$ cat src/sv/sfs_pkg.sv
package sfs_pkg;

  // block dimensions
  localparam int unsigned CHANNELS         = 8;
  localparam int unsigned TICKS_PER_USEC   = 15;
  localparam int unsigned RESET_PULSE_USEC = 100;

  localparam int unsigned CH_W    = (CHANNELS > 1) ? $clog2(CHANNELS) : 1;
  localparam int unsigned PHASE_W = 5;
  localparam int unsigned USEC_W  = 16;
  localparam int unsigned TPU_W   = 8;
  localparam int unsigned TICK_W  = 24;
  localparam int unsigned CHAN_W  = 8;
  localparam int unsigned MODE_W  = 2;
  localparam int unsigned DATA_W  = 32;
  localparam int unsigned ADDR_W  = 4;

  localparam logic [PHASE_W-1:0] PAUSE_PHASE = PHASE_W'(CHANNELS + 1);
  localparam logic [CHAN_W-1:0]  CHAN_LIMIT  = CHAN_W'(CHANNELS);
  localparam logic [TPU_W-1:0]   TPU         = TPU_W'(TICKS_PER_USEC);

  // reset pulse length in ticks, and the countdown it loads (never zero)
  localparam logic [TICK_W-1:0] RP_TICKS = TICK_W'(RESET_PULSE_USEC * TICKS_PER_USEC);
  localparam logic [TICK_W-1:0] RP_COUNT = (RP_TICKS == '0) ? TICK_W'(1) : RP_TICKS;

  localparam logic [USEC_W-1:0] MID_PULSE_USEC = USEC_W'(1500);

  // register reset values
  localparam logic [USEC_W-1:0] MIN_PULSE_RST   = USEC_W'(900);
  localparam logic [USEC_W-1:0] MAX_PULSE_RST   = USEC_W'(2100);
  localparam logic [TICK_W-1:0] FRAME_TICKS_RST = TICK_W'(300000);
  localparam logic [USEC_W-1:0] START_DELAY_RST = USEC_W'(16'hFFFF);

  typedef enum logic [MODE_W-1:0] {
    MODE_TICK  = 2'd0,
    MODE_WRITE = 2'd1,
    MODE_READ  = 2'd2,
    MODE_NOP   = 2'd3
  } mode_e;

  typedef enum logic [1:0] {
    REG_MIN_PULSE   = 2'd0,
    REG_MAX_PULSE   = 2'd1,
    REG_FRAME_TICKS = 2'd2,
    REG_START_DELAY = 2'd3
  } reg_e;

  typedef struct packed {
    logic [USEC_W-1:0] min_pulse_usec;
    logic [USEC_W-1:0] max_pulse_usec;
    logic [TICK_W-1:0] frame_ticks;
    logic [USEC_W-1:0] start_delay_ticks;
  } cfg_t;

  // item held in the execute stage
  typedef struct packed {
    mode_e mode;
    logic  read_err;
  } exec_item_t;

  typedef struct packed {
    logic               reset_level;
    logic               clock_level;
    logic               clock_strobe;
    logic [PHASE_W-1:0] frame_phase;
    logic [USEC_W-1:0]  read_usec;
    logic               read_error;
  } res_t;

  function automatic logic [TICK_W-1:0] at_least_one(input logic [TICK_W-1:0] v);
    return (v == '0) ? TICK_W'(1) : v;
  endfunction

endpackage

$ cat src/sv/sfs_if.sv
interface sfs_in_if import sfs_pkg::*; ();
  logic              valid;
  logic              ready;
  logic [MODE_W-1:0] mode;
  logic [CHAN_W-1:0] channel;
  logic [USEC_W-1:0] pulse_usec;

  modport source (output valid, mode, channel, pulse_usec, input ready);
  modport sink   (input valid, mode, channel, pulse_usec, output ready);
endinterface

interface sfs_out_if import sfs_pkg::*; ();
  logic               valid;
  logic               ready;
  logic               reset_level;
  logic               clock_level;
  logic               clock_strobe;
  logic [PHASE_W-1:0] frame_phase;
  logic [USEC_W-1:0]  read_usec;
  logic               read_error;

  modport source (output valid, reset_level, clock_level, clock_strobe, frame_phase,
                  read_usec, read_error, input ready);
  modport sink   (input valid, reset_level, clock_level, clock_strobe, frame_phase,
                  read_usec, read_error, output ready);
endinterface

$ cat src/sv/sfs_cfg_regs.sv
module sfs_cfg_regs import sfs_pkg::*; (
  input  logic              clk_i,
  input  logic              rst_ni,
  input  logic              psel,
  input  logic              penable,
  input  logic              pwrite,
  input  logic [ADDR_W-1:0] paddr,
  input  logic [DATA_W-1:0] pwdata,
  output logic [DATA_W-1:0] prdata,
  output logic              pready,
  output cfg_t              cfg_o,
  output logic              start_wr_o,
  output logic [USEC_W-1:0] start_delay_o
);

  cfg_t cfg_q;
  logic wr_en;
  reg_e reg_idx;

  assign pready  = 1'b1;
  assign wr_en   = psel && penable && pwrite;
  assign reg_idx = reg_e'(paddr[3:2]);

  always_ff @(posedge clk_i or negedge rst_ni) begin
    if (!rst_ni) begin
      cfg_q.min_pulse_usec    <= MIN_PULSE_RST;
      cfg_q.max_pulse_usec    <= MAX_PULSE_RST;
      cfg_q.frame_ticks       <= FRAME_TICKS_RST;
      cfg_q.start_delay_ticks <= START_DELAY_RST;
    end else if (wr_en) begin
      case (reg_idx)
        REG_MIN_PULSE:   cfg_q.min_pulse_usec    <= pwdata[USEC_W-1:0];
        REG_MAX_PULSE:   cfg_q.max_pulse_usec    <= pwdata[USEC_W-1:0];
        REG_FRAME_TICKS: cfg_q.frame_ticks       <= pwdata[TICK_W-1:0];
        REG_START_DELAY: cfg_q.start_delay_ticks <= pwdata[USEC_W-1:0];
        default: ;
      endcase
    end
  end

  always_comb begin
    case (reg_idx)
      REG_MIN_PULSE:   prdata = DATA_W'(cfg_q.min_pulse_usec);
      REG_MAX_PULSE:   prdata = DATA_W'(cfg_q.max_pulse_usec);
      REG_FRAME_TICKS: prdata = DATA_W'(cfg_q.frame_ticks);
      REG_START_DELAY: prdata = DATA_W'(cfg_q.start_delay_ticks);
      default:         prdata = '0;
    endcase
  end

  // start delay write reloads the countdown until the first match
  assign start_wr_o    = wr_en && (reg_idx == REG_START_DELAY);
  assign start_delay_o = pwdata[USEC_W-1:0];
  assign cfg_o         = cfg_q;

endmodule

$ cat src/sv/sfs_width_store.sv
module sfs_width_store import sfs_pkg::*; (
  input  logic              clk_i,
  input  logic              rst_ni,
  input  cfg_t              cfg_i,
  input  logic              wr_en_i,
  input  logic [CH_W-1:0]   wr_addr_i,
  input  logic [USEC_W-1:0] wr_usec_i,
  input  logic              rd_en_i,
  input  logic [CH_W-1:0]   rd_addr_i,
  output logic [USEC_W-1:0] rd_usec_o
);

  logic [USEC_W-1:0]   mem [CHANNELS];
  logic [CHANNELS-1:0] valid_q;
  logic [USEC_W-1:0]   rd_data_q;
  logic                rd_valid_q;
  logic [USEC_W-1:0]   raised;
  logic [USEC_W-1:0]   clamped;

  // raise to min first, then lower to max
  assign raised  = (wr_usec_i < cfg_i.min_pulse_usec) ? cfg_i.min_pulse_usec : wr_usec_i;
  assign clamped = (raised > cfg_i.max_pulse_usec) ? cfg_i.max_pulse_usec : raised;

  always_ff @(posedge clk_i) begin
    if (wr_en_i) begin
      mem[wr_addr_i] <= clamped;
    end
    if (rd_en_i) begin
      rd_data_q <= mem[rd_addr_i];
    end
  end

  always_ff @(posedge clk_i or negedge rst_ni) begin
    if (!rst_ni) begin
      valid_q    <= '0;
      rd_valid_q <= 1'b0;
    end else begin
      if (wr_en_i) begin
        valid_q[wr_addr_i] <= 1'b1;
      end
      if (rd_en_i) begin
        rd_valid_q <= valid_q[rd_addr_i];
      end
    end
  end

  // never-written entry reads as the mid position
  assign rd_usec_o = rd_valid_q ? rd_data_q : MID_PULSE_USEC;

endmodule

$ cat src/sv/sfs_frame_ctrl.sv
module sfs_frame_ctrl import sfs_pkg::*; (
  input  logic               clk_i,
  input  logic               rst_ni,
  input  cfg_t               cfg_i,
  input  logic               start_wr_i,
  input  logic [USEC_W-1:0]  start_delay_i,
  input  logic               step_i,
  input  exec_item_t         item_i,
  input  logic [USEC_W-1:0]  width_usec_i,
  output res_t               res_o,
  output logic [PHASE_W-1:0] phase_next_o
);

  logic [TICK_W-1:0]  countdown_q, countdown_d;
  logic [TICK_W-1:0]  pause_q, pause_d;
  logic [PHASE_W-1:0] phase_q, phase_d;
  logic               reset_line_q, reset_line_d;
  logic               clock_line_q, clock_line_d;
  logic               started_q, started_d;
  logic               strobe;

  logic [USEC_W+TPU_W-1:0] prod;
  logic [TICK_W-1:0]       w_ticks;
  logic [TICK_W:0]         w_plus_one;
  logic [TICK_W-1:0]       pause_taken;
  logic                    is_tick;

  assign prod        = {{TPU_W{1'b0}}, width_usec_i} * {{USEC_W{1'b0}}, TPU};
  assign w_ticks     = TICK_W'(prod);
  assign w_plus_one  = {1'b0, w_ticks} + (TICK_W+1)'(1);
  assign pause_taken = ({1'b0, pause_q} <= w_plus_one) ? TICK_W'(1) : (pause_q - w_ticks);
  assign is_tick     = step_i && (item_i.mode == MODE_TICK);

  always_comb begin
    countdown_d  = countdown_q;
    pause_d      = pause_q;
    phase_d      = phase_q;
    reset_line_d = reset_line_q;
    clock_line_d = clock_line_q;
    started_d    = started_q;
    strobe       = 1'b0;

    // the register takes the new value at this same edge, unless a tick executes and overrides it
    if (start_wr_i && !started_q) begin
      countdown_d = TICK_W'(start_delay_i);
    end

    if (is_tick) begin
      if (countdown_q <= TICK_W'(1)) begin
        started_d    = 1'b1;
        clock_line_d = 1'b1;
        if (phase_q == '0) begin
          // start of frame: reset pulse
          pause_d      = cfg_i.frame_ticks;
          countdown_d  = RP_COUNT;
          reset_line_d = 1'b1;
          phase_d      = PHASE_W'(1);
        end else if (phase_q == PHASE_W'(1)) begin
          // first channel pulse overlaps the reset pulse
          countdown_d  = (w_ticks > RP_TICKS) ? (w_ticks - RP_TICKS) : TICK_W'(1);
          pause_d      = pause_taken;
          reset_line_d = 1'b0;
          clock_line_d = 1'b0;
          phase_d      = PHASE_W'(2);
          strobe       = 1'b1;
        end else if (phase_q >= PAUSE_PHASE) begin
          // end of pause, back to start of frame
          countdown_d = at_least_one(pause_q);
          phase_d     = '0;
        end else begin
          countdown_d  = at_least_one(w_ticks);
          pause_d      = pause_taken;
          clock_line_d = 1'b0;
          phase_d      = phase_q + PHASE_W'(1);
          strobe       = 1'b1;
        end
      end else begin
        countdown_d = countdown_q - TICK_W'(1);
      end
    end
  end

  always_ff @(posedge clk_i or negedge rst_ni) begin
    if (!rst_ni) begin
      countdown_q  <= TICK_W'(START_DELAY_RST);
      pause_q      <= FRAME_TICKS_RST;
      phase_q      <= '0;
      reset_line_q <= 1'b0;
      clock_line_q <= 1'b0;
      started_q    <= 1'b0;
    end else begin
      countdown_q  <= countdown_d;
      pause_q      <= pause_d;
      phase_q      <= phase_d;
      reset_line_q <= reset_line_d;
      clock_line_q <= clock_line_d;
      started_q    <= started_d;
    end
  end

  always_comb begin
    res_o.reset_level  = reset_line_d;
    res_o.clock_level  = clock_line_d;
    res_o.clock_strobe = strobe;
    res_o.frame_phase  = phase_d;
    res_o.read_usec    = ((item_i.mode == MODE_READ) && !item_i.read_err) ? width_usec_i : '0;
    res_o.read_error   = (item_i.mode == MODE_READ) && item_i.read_err;
  end

  assign phase_next_o = phase_d;

endmodule

$ cat src/sv/servo_frame_sequencer_unit.sv
// an accepted transaction is held in the execute register, and its result is captured
// in the output register when the execute stage steps
// throughput: one transaction per cycle while the output is not stalled, set by the width
// memory read and the countdown/phase update in the execute stage
// reset: asynchronous, active low; registers and sequencer state return to defaults,
// channel widths read back as 1500 through per-entry valid bits, no clearing pass
module servo_frame_sequencer_unit import sfs_pkg::*; (
  input  logic              clk_i,
  input  logic              rst_ni,
  input  logic              psel,
  input  logic              penable,
  input  logic              pwrite,
  input  logic [ADDR_W-1:0] paddr,
  input  logic [DATA_W-1:0] pwdata,
  output logic [DATA_W-1:0] prdata,
  output logic              pready,
  sfs_in_if.sink            in_i,
  sfs_out_if.source         out_o
);

  cfg_t              cfg;
  logic              start_wr;
  logic [USEC_W-1:0] start_delay;

  // stage 0: accept, write clamped width or issue the width read
  mode_e              in_mode;
  logic               in_accept;
  logic               chan_ok;
  logic               wr_en;
  logic               rd_en;
  logic [CH_W-1:0]    rd_addr;
  logic [PHASE_W-1:0] phase_next;
  logic [PHASE_W-1:0] tick_entry;

  // stage 1: execute against the sequencer state
  logic               exec_valid_q;
  exec_item_t         exec_q;
  logic               exec_step;
  logic [USEC_W-1:0]  width_usec;
  res_t               exec_res;

  // output register
  logic               out_valid_q;
  res_t               out_q;

  sfs_cfg_regs u_cfg (
    .clk_i         (clk_i),
    .rst_ni        (rst_ni),
    .psel          (psel),
    .penable       (penable),
    .pwrite        (pwrite),
    .paddr         (paddr),
    .pwdata        (pwdata),
    .prdata        (prdata),
    .pready        (pready),
    .cfg_o         (cfg),
    .start_wr_o    (start_wr),
    .start_delay_o (start_delay)
  );

  // execute stage moves on when the output register is free or being drained
  assign exec_step = exec_valid_q && (!out_valid_q || out_o.ready);
  assign in_i.ready = !exec_valid_q || exec_step;
  assign in_accept  = in_i.valid && in_i.ready;

  assign in_mode = mode_e'(in_i.mode);
  assign chan_ok = in_i.channel < CHAN_LIMIT;

  // a tick reads the width of the channel the phase will be in after the item
  // still in execute, so back-to-back ticks never see a stale phase
  assign tick_entry = phase_next - PHASE_W'(1);
  assign rd_addr    = (in_mode == MODE_TICK) ? tick_entry[CH_W-1:0] : in_i.channel[CH_W-1:0];

  // writes land at the accept edge, so any later read already sees them
  assign wr_en = in_accept && (in_mode == MODE_WRITE) && chan_ok;
  assign rd_en = in_accept && ((in_mode == MODE_TICK) || ((in_mode == MODE_READ) && chan_ok));

  sfs_width_store u_store (
    .clk_i     (clk_i),
    .rst_ni    (rst_ni),
    .cfg_i     (cfg),
    .wr_en_i   (wr_en),
    .wr_addr_i (in_i.channel[CH_W-1:0]),
    .wr_usec_i (in_i.pulse_usec),
    .rd_en_i   (rd_en),
    .rd_addr_i (rd_addr),
    .rd_usec_o (width_usec)
  );

  always_ff @(posedge clk_i or negedge rst_ni) begin
    if (!rst_ni) begin
      exec_valid_q <= 1'b0;
    end else if (in_accept) begin
      exec_valid_q <= 1'b1;
    end else if (exec_step) begin
      exec_valid_q <= 1'b0;
    end
  end

  always_ff @(posedge clk_i) begin
    if (in_accept) begin
      exec_q.mode     <= in_mode;
      exec_q.read_err <= !chan_ok;
    end
  end

  sfs_frame_ctrl u_ctrl (
    .clk_i         (clk_i),
    .rst_ni        (rst_ni),
    .cfg_i         (cfg),
    .start_wr_i    (start_wr),
    .start_delay_i (start_delay),
    .step_i        (exec_step),
    .item_i        (exec_q),
    .width_usec_i  (width_usec),
    .res_o         (exec_res),
    .phase_next_o  (phase_next)
  );

  always_ff @(posedge clk_i or negedge rst_ni) begin
    if (!rst_ni) begin
      out_valid_q <= 1'b0;
    end else if (exec_step) begin
      out_valid_q <= 1'b1;
    end else if (out_o.ready) begin
      out_valid_q <= 1'b0;
    end
  end

  always_ff @(posedge clk_i) begin
    if (exec_step) begin
      out_q <= exec_res;
    end
  end

  assign out_o.valid        = out_valid_q;
  assign out_o.reset_level  = out_q.reset_level;
  assign out_o.clock_level  = out_q.clock_level;
  assign out_o.clock_strobe = out_q.clock_strobe;
  assign out_o.frame_phase  = out_q.frame_phase;
  assign out_o.read_usec    = out_q.read_usec;
  assign out_o.read_error   = out_q.read_error;

endmodule
$ cat src/flat_wrapper.sv
// flat-port wrapper written by rule: the top's interface ports become plain ports
module servo_frame_sequencer_unit_flat import sfs_pkg::*;
  (clk_i, rst_ni, psel, penable, pwrite, paddr, pwdata, prdata, pready, in_i_valid, in_i_mode, in_i_channel, in_i_pulse_usec, in_i_ready, out_o_valid, out_o_reset_level, out_o_clock_level, out_o_clock_strobe, out_o_frame_phase, out_o_read_usec, out_o_read_error, out_o_ready);
  sfs_in_if in_i_i ();
  sfs_out_if out_o_i ();
  input  logic clk_i;
  input  logic rst_ni;
  input  logic psel;
  input  logic penable;
  input  logic pwrite;
  input  logic [ADDR_W-1:0] paddr;
  input  logic [DATA_W-1:0] pwdata;
  output logic [DATA_W-1:0] prdata;
  output logic pready;
  input wire logic [$bits(in_i_i.valid)-1:0] in_i_valid;
  input wire logic [$bits(in_i_i.mode)-1:0] in_i_mode;
  input wire logic [$bits(in_i_i.channel)-1:0] in_i_channel;
  input wire logic [$bits(in_i_i.pulse_usec)-1:0] in_i_pulse_usec;
  output wire logic [$bits(in_i_i.ready)-1:0] in_i_ready;
  output wire logic [$bits(out_o_i.valid)-1:0] out_o_valid;
  output wire logic [$bits(out_o_i.reset_level)-1:0] out_o_reset_level;
  output wire logic [$bits(out_o_i.clock_level)-1:0] out_o_clock_level;
  output wire logic [$bits(out_o_i.clock_strobe)-1:0] out_o_clock_strobe;
  output wire logic [$bits(out_o_i.frame_phase)-1:0] out_o_frame_phase;
  output wire logic [$bits(out_o_i.read_usec)-1:0] out_o_read_usec;
  output wire logic [$bits(out_o_i.read_error)-1:0] out_o_read_error;
  input wire logic [$bits(out_o_i.ready)-1:0] out_o_ready;
  assign in_i_i.valid = in_i_valid;
  assign in_i_i.mode = in_i_mode;
  assign in_i_i.channel = in_i_channel;
  assign in_i_i.pulse_usec = in_i_pulse_usec;
  assign in_i_ready = in_i_i.ready;
  assign out_o_valid = out_o_i.valid;
  assign out_o_reset_level = out_o_i.reset_level;
  assign out_o_clock_level = out_o_i.clock_level;
  assign out_o_clock_strobe = out_o_i.clock_strobe;
  assign out_o_frame_phase = out_o_i.frame_phase;
  assign out_o_read_usec = out_o_i.read_usec;
  assign out_o_read_error = out_o_i.read_error;
  assign out_o_i.ready = out_o_ready;
  servo_frame_sequencer_unit u_core (.clk_i(clk_i), .rst_ni(rst_ni), .psel(psel), .penable(penable), .pwrite(pwrite), .paddr(paddr), .pwdata(pwdata), .prdata(prdata), .pready(pready), .in_i(in_i_i), .out_o(out_o_i));
endmodule
$ cat config.mk
export PLATFORM = sky130hd
export DESIGN_NAME = servo_frame_sequencer_unit_flat
export DESIGN_NICKNAME = d
export VERILOG_FILES = /design/src/sv/sfs_pkg.sv /design/src/sv/sfs_if.sv /design/src/sv/sfs_cfg_regs.sv /design/src/sv/sfs_width_store.sv /design/src/sv/sfs_frame_ctrl.sv /design/src/sv/servo_frame_sequencer_unit.sv /design/src/flat_wrapper.sv
export SDC_FILE = /design/constraint.sdc
export NUM_CORES = 1
export LEC_CHECK = 0
export BUFFER_PORTS_ARGS = -buffer_cell sky130_fd_sc_hd__buf_2
export CORE_AREA = 2 2 180 182
export DETAILED_ROUTE_END_ITERATION = 8
export DIE_AREA = 0 0 182 184
export PLACE_DENSITY = 0.78
export SLEW_MARGIN = 20
export SYNTH_ARGS = -nofsm -noshare
export SYNTH_HDL_FRONTEND = slang
export SYNTH_SLANG_ARGS = --single-unit
$ cat constraint.sdc
create_clock -name clk_i -period 7.06 [get_ports clk_i]
set_input_delay 1.412 -clock clk_i [delete_from_list [all_inputs] [get_ports clk_i]]
set_output_delay 1.412 -clock clk_i [all_outputs]
set_load 0.02 [all_outputs]
==> reports/results.txt <==
Share of cells above drive strength 1 - 0.197
Die Wd - 182 microns
Final hold vios - 0
Main combinational cell family by area after synthesis - simple AND/OR/NAND/NOR gates
RSZ-0062 raised after global routing - false
Sink Count - 311
Clock tree buffer depth - 3
Post-DP HPWL - 36400 microns
Hold crit path type - reg -> reg
GP Congestion - 0.948
Flops & latches, synth - 311
Global-route wire length before repair - 80100 microns
Setup violators final - 0
Hold buffers post-CTS - 0
F_max - 150 MHz
Nets - 2227
Worst EP arrival - 7.07 ns
VDD IR max - 0.283 mV
Initial cell density of the core - 0.605
Clock Tree Root - clkbuf_16
Area grow syn2layout - 12.3%
DP Area - 20100 sq um
Drt drc - 0
Total routed wirelength - 51200 microns
CTS H-Tree Depth - 2
Top cell type's share of synthesized area - 0.272
Number of global-route vias before repair - 14.7k
Diodes inserted - 0
Io pins - 129
LEAKAGE - 9.03 nW
Antenna violations before repair - 0
P_int - 5.08 mW
Pin count of the biggest net entering global routing - 82
Top cells by area in the synthesized netlist - edfxtp_1, dfrtp_1, dfstp_2, ha_1, nand2_1
Combinational group share of total power - 0.510
Fillers - 2380
Crit path launch type - register
Via Count - 15.3k
First DRT Iteration DRCs - 1765
Hold Path Origin - u_core.u_store.valid_q[5]$_DFFE_PN0P_
CTS Buf Count - 34
Netlist cell types - 87
Clock share of power - 0.214
Tmin final - 6.69 ns
Synthesized area per cell - 9.93 sq um
Maxcap violations - 0
Synth warnings - 0
Worst R2R Start - u_core.u_store.rd_data_q[2]$_DFFE_PP_
Die span in y - 184 microns
Synth Area in Compound Gates - 0.122
Multiplexer share of the synthesized area - 0.0732
Remaining Overflow, GRT - 0
Avg WL per Cell - 20.8 microns
Hold Path Depth - 1
Reg2reg end - u_core.u_ctrl.pause_q[23]$_DFFE_PN0P_
Clk_lat worst skew - 0.55 ns
Kind of critical path - reg -> reg
Syn Inst Count - 1914
Most common cell in the synthesized netlist - nand2_1
Asr flop ratio synth - 0.447
Number of synthesized flops with an enable pin - 172
Core box area - 31400 sq um
Reg power frac - 0.275
Global Route Usage Sum - 0.307
Slew HR - 0.255
Synth cell count leaders - nand2_1, edfxtp_1, nor2_1
Final ANT Viol Nets - 0
Critical path endpoint category - register
Post-Layout Inst Area - 21300 sq um
R2R Setup Slk - 0.37 ns
PwrDens - 409 nW/um^2
Net switching power - 3.65 mW
Row count - 65
Outcome - finished, final reports clean
Adder-Cell Fraction of Synth Area - 0.0959
Mapped cell area - 19000 sq um
Max-slew violation count - 0
CP required - 7.44 ns
DR vias/cell - 6.22
Primary FF master, synth - edfxtp_1
Worst-path clk slew - 0.06 ns
R2R cell count - 27
Switching Share - 0.418
Port-buffer cells - 109
Die Area - 33500 sq um
DR pass1 iterations - 6
Hold Path End - u_core.u_store.valid_q[5]$_DFFE_PN0P_
Synth Area in Simple Gates - 0.177
CTS tree - done
Synth area leader - edfxtp_1
Setup Skew - 0.0321 ns
Least-Margin Pin Slew - 1.12 ns
Critical Path Fanout Max - 15
Post-synthesis xor/xnor area fraction - 0.0304
Final period utilization - 0.947
Post-synthesis sequential area ratio - 0.458
Setup TNS - 0 ns
-- power by group through the flow --
| stage | clock network (mW) | logic, mW | registers, mW |
|---|---|---|---|
| finish | 1.87 | 4.45 | 2.40 |
| floorplan | 0 | 3.08 | 2.38 |
| global placement | 0 | 4.20 | 2.42 |
| detailed placement | 0 | 4.29 | 2.43 |
| CTS | 1.89 | 4.33 | 2.39 |
| global route | 1.96 | 4.82 | 2.42 |
-- per-stage QoR --
stage               worst slack [ns]  cells   util  total power [mW]  hold WS (ns)
finish                         0.372   2457  0.680              8.72         0.474
global route                 0.00565   2457  0.680              9.20         0.482
CTS                           0.0965   2457  0.679              8.61         0.471
detailed placement            0.0954   2395  0.641              6.72         0.457
global placement               0.420   2395  0.641              6.61         0.451
floorplan                      0.564   1921      -              5.46         0.439
-- registers in the layout, summed over array words and instances, names as in the netlist, 5 cells and up --
name and count:
u_core.u_ctrl.phase_q 5, u_core.u_ctrl.pause_q 24, u_core.u_ctrl.countdown_q 24, u_core.u_store.rd_data_q 16, u_core.u_store.valid_q 8, u_core.u_cfg.cfg_o 72
u_core.u_store.mem 128, u_core.out_o.read_usec 16, u_core.out_o.frame_phase 5
-- per-layer routing --
metal	wire length, microns	global-route usage
met4	1680	0.103
met2	23700	0.498
met5	0	0
met3	4460	0.0493
met1	21300	0.424
-- critical path, cell delays in order, from the launching register on --
cell       delay [ns]
edfxtp_1         0.46
nand2b_1         0.24
fa_1             0.48
ha_2             0.40
inv_1            0.11
xnor2_1          0.25
inv_1            0.09
fa_1             0.44
nand2b_2         0.24
a211oi_4         0.26
o21a_1           0.19
o22a_1           0.18
xor2_2           0.22
nand3_1          0.19
or4_4            0.58
nor3_2           0.22
xnor2_1          0.15
ha_1             0.27
a21o_1           0.18
a21oi_1          0.13
nor2b_1          0.06
o21ai_0          0.14
nand3b_1         0.13
a2111oi_2        0.39
a21oi_1          0.13
buf_4            0.22
o41ai_1          0.07
a21oi_1          0.11
-- repair_timing --
item,CTS,global route
endpoints found under the hold margin,0,0
endpoints found under the setup margin,0,24
buffers inserted,0,0
resized for setup,0,8
-- placed cells by master, fill, tap and decap left out, drive strengths merged, types with 46 or more instances in the layout --
cell type,n
nand2,279
edfxtp,172
buf,152
nor2,145
o21ai,125
inv,118
nand3,109
ha,108
a21oi,100
mux2,88
dfrtp,83
dfstp,56
xnor2,46
clkbuf,46
-- cell families after synthesis --
kind of cell,count (synthesis)
AO/OA/AOI/OAI,368
XOR/XNOR,66
buffers and inverters,198
flip-flops,311
adder cells (fa/ha/maj),134
multiplexers,108
AND/OR/NAND/NOR,727
other,2
-- worst max path at each step --
stage                                               start                                     to  slack [ns]  cells past startpoint
detailed placement  u_core.u_store.rd_data_q[2]$_DFFE_PP_   u_core.u_ctrl.pause_q[0]$_DFFE_PN0P_         0.1                     27
global placement    u_core.u_store.rd_data_q[2]$_DFFE_PP_   u_core.u_ctrl.pause_q[0]$_DFFE_PN0P_        0.42                     27
global route        u_core.u_store.rd_data_q[2]$_DFFE_PP_  u_core.u_ctrl.pause_q[22]$_DFFE_PN0P_       0.006                     27
floorplan           u_core.u_store.rd_valid_q$_DFFE_PN0P_  u_core.u_ctrl.pause_q[23]$_DFFE_PN0P_        0.56                     29
CTS                 u_core.u_store.rd_data_q[2]$_DFFE_PP_   u_core.u_ctrl.pause_q[0]$_DFFE_PN0P_         0.1                     27
finish              u_core.u_store.rd_data_q[2]$_DFFE_PP_  u_core.u_ctrl.pause_q[23]$_DFFE_PN0P_        0.37                     27
-- layout make-up --
| cell class | instances | area, sq um | share of cell area |
|---|---|---|---|
| Multi-Input combinational cell | 1412 | 9610 | 0.450 |
| Clock buffer | 46 | 936 | 0.0438 |
| Tap cell | 402 | 503 | 0.0236 |
| Timing Repair Buffer | 152 | 887 | 0.0416 |
| Sequential cell | 311 | 8710 | 0.408 |
| Clock inverter | 16 | 259 | 0.0121 |
| Inverter | 118 | 443 | 0.0207 |
Power figures use the tool's default switching activity.
